===== config.mk =====
export PLATFORM = sky130hd
export DESIGN_NAME = keyed_record_table
export DESIGN_NICKNAME = d
export VERILOG_FILES = /design/src/rtl/krt_pkg.sv /design/src/rtl/keyed_record_table.sv
export SDC_FILE = /design/constraint.sdc
export NUM_CORES = 1
export LEC_CHECK = 0
export ABC_AREA = 1
export BUFFER_PORTS_ARGS = -buffer_cell sky130_fd_sc_hd__buf_2
export CAP_MARGIN = 20
export CELL_PAD_IN_SITES_DETAIL_PLACEMENT = 1
export CELL_PAD_IN_SITES_GLOBAL_PLACEMENT = 2
export CORE_ASPECT_RATIO = 1.4
export CORE_MARGIN = 8
export CORE_UTILIZATION = 47
export DETAILED_ROUTE_END_ITERATION = 10
export PLACE_DENSITY_LB_ADDON = 0.1
export SETUP_SLACK_MARGIN = 0.5
export SKIP_LAST_GASP = 1
export SLEW_MARGIN = 25
export SYNTH_ARGS = -nofsm -noshare
export SYNTH_HDL_FRONTEND = slang
export SYNTH_SLANG_ARGS = --single-unit

===== constraint.sdc =====
create_clock -name i_clk -period 7.1 [get_ports i_clk]
set_clock_uncertainty 0.15 [all_clocks]
set_input_delay 1.42 -clock i_clk [delete_from_list [all_inputs] [get_ports i_clk]]
set_output_delay 1.42 -clock i_clk [all_outputs]
set_load 0.02 [all_outputs]

===== src/rtl/krt_pkg.sv =====
// Shared constants and types for the keyed record table.
`default_nettype none

package krt_pkg;

    localparam int DEPTH_DEF    = 32;
    localparam int RESULT_LIMIT = 32;
    localparam int KEY_W        = 16;
    localparam int VAL_W        = 16;
    localparam int OP_W         = 3;
    localparam int ST_W         = 2;

    typedef enum logic [OP_W-1:0] {
        OP_ADD    = 3'd0,
        OP_UPDATE = 3'd1,
        OP_DELETE = 3'd2,
        OP_LIST   = 3'd3,
        OP_SEARCH = 3'd4
    } t_op;

    typedef enum logic [ST_W-1:0] {
        ST_OK        = 2'd0,
        ST_NOT_FOUND = 2'd1,
        ST_FULL      = 2'd2,
        ST_EMPTY     = 2'd3
    } t_status;

endpackage

`default_nettype wire


===== src/rtl/keyed_record_table.sv =====
// Keyed record table: packed, insertion-ordered key/value store in one RAM.
`default_nettype none

// Records live packed in insertion order in a single synchronous RAM of
// DEPTH words (key in the upper half, value in the lower), read one entry
// per cycle through a registered read port. A command is taken when start
// is high and busy is low. Add, and any other command that finds the table
// empty, gives its single beat and leaves busy low. Update, delete and
// search scan from slot 0 one entry a cycle: a match gives its result beat,
// and a scan that reaches the last record unmatched reports ST_NOT_FOUND.
// Delete then moves each later record down one slot, one RAM write per
// cycle, so busy stays high until the last record has moved. List streams
// one record per cycle, at most 32 records, with o_last on the final beat.
// Every result beat is on the o_ ports for exactly one cycle, marked by
// o_strobe; the receiver cannot stall it. Op codes 5 to 7 are dropped with
// no result. The RAM is not cleared at reset; the fill count, state and
// result strobe are.
module keyed_record_table
    import krt_pkg::*;
#(
    parameter int DEPTH = DEPTH_DEF
) (
    input  wire logic             i_clk,
    input  wire logic             i_rst_n,
    input  wire logic             start,
    output logic                  busy,
    input  wire logic [OP_W-1:0]  i_op,
    input  wire logic [KEY_W-1:0] i_key,
    input  wire logic [VAL_W-1:0] i_value,
    output logic                  o_strobe,
    output logic [ST_W-1:0]       o_status,
    output logic [KEY_W-1:0]      o_found_key,
    output logic [VAL_W-1:0]      o_found_value,
    output logic                  o_last
);

    localparam int IW       = (DEPTH > 1) ? $clog2(DEPTH) : 1;
    localparam int CW       = $clog2(DEPTH + 1);
    localparam int REC_W    = KEY_W + VAL_W;
    localparam int LIST_MAX = (DEPTH < RESULT_LIMIT) ? DEPTH : RESULT_LIMIT;
    localparam logic [CW-1:0] FULL_CNT  = CW'(DEPTH);
    localparam logic [CW-1:0] LIST_CNT  = CW'(LIST_MAX);
    localparam logic [CW-1:0] LIST_LAST = CW'(LIST_MAX - 1);
    localparam logic [CW-1:0] ONE       = CW'(1);

    typedef enum logic [3:0] {
        S_IDLE  = 4'b0001,
        S_SCAN  = 4'b0010,
        S_SHIFT = 4'b0100,
        S_LIST  = 4'b1000
    } t_state;

    // record RAM
    logic [REC_W-1:0] r_mem [DEPTH];
    logic [REC_W-1:0] r_rd_data;

    // control
    t_state            r_state,  n_state;
    logic [CW-1:0]     r_fill,   n_fill;
    logic [CW-1:0]     r_idx,    n_idx;      // next slot to read
    logic [CW-1:0]     r_rd_idx, n_rd_idx;   // slot held in r_rd_data
    logic [OP_W-1:0]   r_op,     n_op;
    logic [KEY_W-1:0]  r_key,    n_key;
    logic [VAL_W-1:0]  r_val,    n_val;

    // result beat
    logic              r_strobe, n_strobe;
    logic [ST_W-1:0]   r_status, n_status;
    logic [KEY_W-1:0]  r_okey,   n_okey;
    logic [VAL_W-1:0]  r_oval,   n_oval;
    logic              r_last,   n_last;

    // RAM port controls
    logic              wr_en;
    logic [IW-1:0]     wr_addr;
    logic [REC_W-1:0]  wr_data;
    logic [IW-1:0]     rd_addr;

    logic [KEY_W-1:0]  rd_key;
    logic [VAL_W-1:0]  rd_val;
    logic [CW-1:0]     fill_m1;
    logic [CW-1:0]     shift_dst;
    logic [CW-1:0]     list_last;

    assign rd_key    = r_rd_data[REC_W-1:VAL_W];
    assign rd_val    = r_rd_data[VAL_W-1:0];
    assign fill_m1   = r_fill - ONE;
    assign shift_dst = r_rd_idx - ONE;
    assign list_last = (r_fill > LIST_CNT) ? LIST_LAST : fill_m1;

    always_ff @(posedge i_clk) begin
        if (wr_en) begin
            r_mem[wr_addr] <= wr_data;
        end
        r_rd_data <= r_mem[rd_addr];
    end

    always_comb begin
        n_state  = r_state;
        n_fill   = r_fill;
        n_idx    = r_idx;
        n_rd_idx = r_rd_idx;
        n_op     = r_op;
        n_key    = r_key;
        n_val    = r_val;
        n_strobe = 1'b0;
        n_status = ST_OK;
        n_okey   = '0;
        n_oval   = '0;
        n_last   = 1'b0;
        wr_en    = 1'b0;
        wr_addr  = '0;
        wr_data  = '0;
        rd_addr  = '0;

        // Reads run one slot ahead; while idle slot 0 is always fetched so
        // a scan or list starts with data already in hand.
        if (r_state != S_IDLE) begin
            rd_addr = (r_idx < FULL_CNT) ? r_idx[IW-1:0] : '0;
        end

        unique case (r_state)
            S_IDLE: begin
                if (start) begin
                    n_op     = i_op;
                    n_key    = i_key;
                    n_val    = i_value;
                    n_rd_idx = '0;
                    n_idx    = ONE;
                    unique case (i_op)
                        OP_ADD: begin
                            n_strobe = 1'b1;
                            n_last   = 1'b1;
                            if (r_fill == FULL_CNT) begin
                                n_status = ST_FULL;
                            end else begin
                                wr_en   = 1'b1;
                                wr_addr = r_fill[IW-1:0];
                                wr_data = {i_key, i_value};
                                n_fill  = r_fill + ONE;
                                n_okey  = i_key;
                                n_oval  = i_value;
                            end
                        end
                        OP_UPDATE, OP_DELETE, OP_SEARCH: begin
                            if (r_fill == '0) begin
                                n_strobe = 1'b1;
                                n_last   = 1'b1;
                                n_status = ST_NOT_FOUND;
                            end else begin
                                n_state = S_SCAN;
                            end
                        end
                        OP_LIST: begin
                            if (r_fill == '0) begin
                                n_strobe = 1'b1;
                                n_last   = 1'b1;
                                n_status = ST_EMPTY;
                            end else begin
                                n_state = S_LIST;
                            end
                        end
                        default: begin
                        end
                    endcase
                end
            end

            S_SCAN: begin
                n_idx    = r_idx + ONE;
                n_rd_idx = r_idx;
                if (rd_key == r_key) begin
                    n_strobe = 1'b1;
                    n_last   = 1'b1;
                    n_okey   = rd_key;
                    n_oval   = rd_val;
                    priority if (r_op == OP_UPDATE) begin
                        wr_en   = 1'b1;
                        wr_addr = r_rd_idx[IW-1:0];
                        wr_data = {rd_key, r_val};
                        n_oval  = r_val;
                        n_state = S_IDLE;
                    end else if (r_op == OP_DELETE) begin
                        // removing the tail record needs no move
                        if (r_rd_idx == fill_m1) begin
                            n_fill  = fill_m1;
                            n_state = S_IDLE;
                        end else begin
                            n_state = S_SHIFT;
                        end
                    end else begin
                        n_state = S_IDLE;
                    end
                end else if (r_rd_idx == fill_m1) begin
                    n_strobe = 1'b1;
                    n_last   = 1'b1;
                    n_status = ST_NOT_FOUND;
                    n_state  = S_IDLE;
                end
            end

            S_SHIFT: begin
                // r_rd_data holds slot j+1; write it to slot j
                n_idx    = r_idx + ONE;
                n_rd_idx = r_idx;
                wr_en    = 1'b1;
                wr_addr  = shift_dst[IW-1:0];
                wr_data  = r_rd_data;
                if (r_rd_idx == fill_m1) begin
                    n_fill  = fill_m1;
                    n_state = S_IDLE;
                end
            end

            S_LIST: begin
                n_idx    = r_idx + ONE;
                n_rd_idx = r_idx;
                n_strobe = 1'b1;
                n_okey   = rd_key;
                n_oval   = rd_val;
                if (r_rd_idx == list_last) begin
                    n_last  = 1'b1;
                    n_state = S_IDLE;
                end
            end

            default: begin
                n_state = S_IDLE;
            end
        endcase
    end

    always_ff @(posedge i_clk) begin
        if (!i_rst_n) begin
            r_state  <= S_IDLE;
            r_fill   <= '0;
            r_strobe <= 1'b0;
        end else begin
            r_state  <= n_state;
            r_fill   <= n_fill;
            r_strobe <= n_strobe;
        end
    end

    always_ff @(posedge i_clk) begin
        r_idx    <= n_idx;
        r_rd_idx <= n_rd_idx;
        r_op     <= n_op;
        r_key    <= n_key;
        r_val    <= n_val;
        r_status <= n_status;
        r_okey   <= n_okey;
        r_oval   <= n_oval;
        r_last   <= n_last;
    end

    assign busy          = (r_state != S_IDLE);
    assign o_strobe      = r_strobe;
    assign o_status      = r_status;
    assign o_found_key   = r_okey;
    assign o_found_value = r_oval;
    assign o_last        = r_last;

`ifndef ASSERT_OFF
    a_fill_bound: assert property (@(posedge i_clk) disable iff (!i_rst_n)
        r_fill <= FULL_CNT)
        else $error("fill count beyond table depth");

    a_err_zero: assert property (@(posedge i_clk) disable iff (!i_rst_n)
        (o_strobe && o_status != ST_OK) |-> (o_found_key == '0 && o_found_value == '0
            && o_last))
        else $error("error beat carries a record or is not last");

    a_add_grows: assert property (@(posedge i_clk) disable iff (!i_rst_n)
        (start && !busy && i_op == OP_ADD && r_fill != FULL_CNT)
            |=> (r_fill == $past(r_fill) + ONE))
        else $error("add did not grow the table");

    // the delete beat goes out during the first move cycle
    a_shift_writes: assert property (@(posedge i_clk) disable iff (!i_rst_n)
        (r_state == S_SHIFT) |-> wr_en)
        else $error("shift cycle without a RAM write");

    // only a delete still moving records stays busy past its beat
    a_idle_after_last: assert property (@(posedge i_clk) disable iff (!i_rst_n)
        (n_strobe && n_last) |=> (!busy || r_state == S_SHIFT))
        else $error("final beat while still busy");
`endif

endmodule

`default_nettype wire

-- Word-level counts from Yosys, hierarchy flattened
Memory sizes are Yosys's and may differ from the RTL's. A register that Yosys moved wholly into a read port is not among the register bits.
Index checks and enable logic that the tools add are counted.
- add/subtract/negate cells: 4
- magnitude comparators: 2
- equal/unequal tests: 25
- multiplexer cells: 73
- reductions and logical operators: 11
- operators by type and width (kind ; number):
    $mux W32 ; 5
    $mux W16 ; 9
    $pmux W16 S3 ; 2
    $pmux W32 S3 ; 1
    $mux W6 ; 10
    $mux W5 ; 7
    $mux W4 ; 8
    $pmux W6 S2 ; 2
    $pmux W6 S3 ; 1
    $eq A16 B16 Y1 ; 1
    $pmux W4 S4 ; 1
    $mux W1 ; 15
    $pmux W5 S3 ; 1
    $add A6 B1 Y6 const B ; 2
    $eq A6 B6 Y1 ; 2
    $ne A2 B2 Y1 const B ; 6
    $eq A3 B2 Y1 const B ; 3
    $pmux W1 S3 ; 3
    $pmux W4 S2 ; 1
    $reduce_and A7 Y1 ; 1
    $eq A3 B1 Y1 const B ; 2
    $eq A6 B6 Y1 const B ; 1
    $gt A6 B6 Y1 const B ; 1
    $logic_not A6 Y1 ; 1
    other kinds (24) ; 29
- register bits: 93
- RAM bits: 1024
- input port bits: 38
- word-level logic and storage cells: 128
- memories kept: 1
- memory list (name ; depth ; width ; rd ports ; clocked after memory_dff ; write ports ; RTL line ; text):
    r_mem ; 32 ; 32 ; 1 ; 1 ; 1 ; keyed_record_table.sv:54 ; logic [REC_W-1:0] r_mem [DEPTH];

-- Depth between registers and ports, before layout
- depth in word-level cells: 7
- mapped depth: 17
- gate-level depth less buffers: 17

-- Worst setup path before layout
OpenSTA, ideal clock, no wires.
- path kind: input to register
- start point: input start
- end point: memory r_mem[10][0] in the netlist's numbering, enable pin
- arrival time: 4113 ps
- path slack: 2416 ps
- stages: 10
- path buffers: 0
- cells stage by stage: inv_1 > nor2_4 > nand2_1 > nor2_1 > inv_1 > nand3_2 > inv_1 > nor2_1 > nand2_1 > nor2_1
- longest elaborated chain between the ends: 4
- elaborated cells between the ends (all ways): 6
- RTL lines (what ; RTL line ; text):
    from (decl) ; keyed_record_table.sv:25 ; input wire logic start,
    $mux W1 ; keyed_record_table.sv:124 ; if (start) begin
    $pmux W1 S3 ; keyed_record_table.sv:122 ; unique case (r_state)
    $mux W1 ; keyed_record_table.sv:92 ; if (wr_en) begin
    $mux W1 (implied by the code) ; keyed_record_table.sv:93 ; r_mem[wr_addr] <= wr_data;
    to (decl) ; keyed_record_table.sv:54 ;
Several ways; a longest one is shown, not always the timed one.

-- Final worst setup path
- start point: register r_state[3]
- end point: register r_rd_data[7], read port of r_mem
- longest elaborated chain between the ends: 2
- RTL lines (what ; RTL line ; text):
    from (decl) ; keyed_record_table.sv:58 ; t_state r_state, n_state;
    from (signal assigned) ; keyed_record_table.sv:239 ; r_state <= n_state;
    $ne A4 B1 Y1 ; keyed_record_table.sv:118 ; if (r_state != S_IDLE) begin
    $mux W5 ; keyed_record_table.sv:118 ;
    to (decl) ; keyed_record_table.sv:55 ; logic [REC_W-1:0] r_rd_data;
No other way between the ends.
A chain may end at the register's enable or synchronous reset.

==> run summary <==
Final period utilization - 66.8%
FF-to-FF End - r_rd_data[7]
Clk buf depth - 3
GRT Residual Overflow - 0
Hold Path Class - flip-flop to flip-flop
Boundary Pins - 75
Routed Antenna Nets - 0
Hold Vio Cnt, Final - 0
Std cell rows - 138
H-tree levels - 3
Worst-margin pin slew - 1.23 ns
Finished Cell Area - 0.0540 mm²
First-pass GRT wire length - 218000 µm
Status - finished clean
Post-synth EDFFs - 1071
Critical Path Fanout Max - 184
Residual DRC count - 0
Synth Warn # - 0
Die footprint - 0.112 mm²
Seq/Total Area, Yosys - 70.9%
Tmin final - 4.74 ns
Gate Count Post-Synth - 3927
CP Class - flip-flop to flip-flop
Fillers - 10122
Worst vdd ir - 251 µV
CTS tree - yes
Initial core utilization - 47.3%
Largest net degree at the start of global routing - 202
Global-route usage over all layers - 26.2%
Most common cell after layout, fill and taps aside - edfxtp_1
Die width - 285 µm
CP Launch Type - flip-flop
Fmax - 211 MHz
Wire per inst - 27.4 µm
Die H - 392 µm
Commonest cells after routing, fill and taps aside - edfxtp_1 (1071), nand2_1 (734), inv_1 (541), o211ai_1 (512), nand3_1 (420)
Initial antenna violation count - 3
Yosys top cell by area - edfxtp_1
Setup slack, reg-to-reg - 2.36 ns
P per Cell Area - 353 mW/mm²
Slew headroom - 18.0%
Mapped cell area - 0.0476 mm²
CP endpoint kind - flip-flop
WHS Path Cells - 2
CTS buffer count - 112
# port buffers - 74
Max Cap Viol - 0
Post-Synthesis Mean Instance Area - 12.1 µm²
Final setup viols - 0
Slew Viols, Final - 0
Fin nets - 4023
Ratio of cells with drive above 1 in the final layout - 11.8%
Worst EP required - 7.55 ns
Setup Fix Bufs, Post-CTS - 0
Count of cell types in the netlist - 42
HP Start - r_rd_data[14]
Hold endpoint - o_found_value[14]
Yosys reg bits - 1149
DR vias/cell - 5.71
Vias - 30834
DP HPWL - 93700 µm
Share of synthesized flip-flops with an asynchronous set or reset - 0%
Top post-synthesis cells by area - edfxtp_1 (68%), o211ai_1 (8.1%), nand2_1 (5.8%), nand3_1 (4.4%), inv_1 (4.3%)
Placer Congestion - 0.820
Clock root buffer - clkbuf_16
DRT Pass-1 Iters - 7
Clock sink count - 1149
Primary FF master, synth - edfxtp_1
Yosys top cell area share - 67.6%
Number of global-route vias before repair - 33171
Clock Latency Late Sink - 0.73 ns
Non-Filler Instances - 5401
Area grow syn2layout - 13.5%
Final WL - 148000 µm
Worst reg-to-reg path cell count - 12
Area post-placement - 0.0502 mm²
RSZ-0062 raised after global routing - no
Worst path arrival time - 5.19 ns
Post-CTS Hold Fix Bufs - 0
RR Startpoint - r_state[3]
PostCTS Resize Cnt - 0
Static leakage - 0.0200 µW
Dpl cells - 5191
Syn Nets - 3970
Initial DRC Count - 2504
Clock slew at reported path FFs - 0.06 ns
Setup_tns - 0 ns
Placeable Area - 0.101 mm²
-- worst max-delay path by stage --
stage                from            end  slack, ns  depth (start not counted)
6_report       r_state[3]   r_rd_data[7]       2.36                         12
5_1_grt        r_state[3]   r_rd_data[7]       2.10                         12
3_5_place_dp      i_op[1]   r_mem[5][31]       1.72                         13
2_1_floorplan       start   r_mem[10][0]       2.42                         10
3_3_place_gp      i_op[1]  r_mem[31][13]       1.68                         12
4_1_cts        r_state[3]   r_rd_data[7]       2.43                         12
-- registers in the layout (all words and copies together), names as in the netlist --
register / cells
r_rd_idx: 6
o_found_key: 16
o_status: 2
r_mem: 1024
o_strobe: 1
r_fill: 6
o_last: 1
r_state: 4
r_key: 16
r_op: 3
r_val: 16
r_idx: 6
r_rd_data: 32
o_found_value: 16
-- cells in the mapped netlist, types with 18 or more instances --
| library cell | count |
|---|---|
| edfxtp_1 | 1071 |
| nor2_1 | 91 |
| nand2_1 | 736 |
| buf_1 | 25 |
| o211ai_1 | 512 |
| o21ai_0 | 33 |
| nand3_1 | 421 |
| clkbuf_1 | 36 |
| o22ai_1 | 25 |
| xor2_1 | 18 |
| buf_2 | 156 |
| dfxtp_1 | 78 |
| or2_2 | 42 |
| or2_0 | 20 |
| inv_1 | 543 |
-- critical path, stage by stage, from the launching register on --
cell	delay, ns
dfxtp_1	0.40
nor2_2	0.08
nand3_4	0.23
nand3_4	0.73
inv_8	1.02
buf_12	0.46
nand2_1	0.12
o211ai_1	0.17
nand3_1	0.19
nand3_1	0.22
nand2_1	0.20
nand2_1	0.12
nand2_1	0.07
-- where the power goes --
part,switching (µW),internal [µW]
clock network,2620,3330
logic,3940,1370
registers,183,7630
total,6750,12300
-- layer usage --
metal / part of all wire (%) / vias to the layer above / GRT usage [%]
li1: - / 13994 / -
met1: 39 / 15911 / 30.9
met2: 53 / 719 / 48.2
met3: 3.8 / 208 / 2.68
met4: 4.4 / 2 / 11.3
met5: 0.0088 / - / 0
-- per-stage QoR --
stage	hold WS, ns	worst slack [ns]	total power, µW	utilization, %
after floorplan	0.277	2.42	11300	-
after global placement	0.316	1.68	13100	49.3
after global routing	0.371	2.10	19800	53.6
after detailed placement	0.328	1.72	13300	49.9
after CTS	0.334	2.43	19200	53.5
final	0.330	2.36	19100	53.6
-- area by class of cell --
type,count,area [µm²],share of cell area [%]
Multi-Input combinational cell,1987,11200,20.7
Antenna cell,1,2.50,0.00464
Clock inverter,59,543,1.01
Timing Repair Buffer,169,1660,3.08
Inverter,561,2130,3.95
Clock buffer,145,3090,5.73
Sequential cell,1149,33700,62.5
Tap cell,1330,1660,3.08
-- cell families after synthesis --
group | Yosys count | share of synthesized area (%)
compound gates | 607 | 9.37
fa+ha+maj | 5 | 0.131
simple gates | 1356 | 12.5
buf+inv | 791 | 6.77
flops | 1149 | 70.9
xor+xnor | 19 | 0.350
No activity file was read; power rests on OpenSTA's default activity.
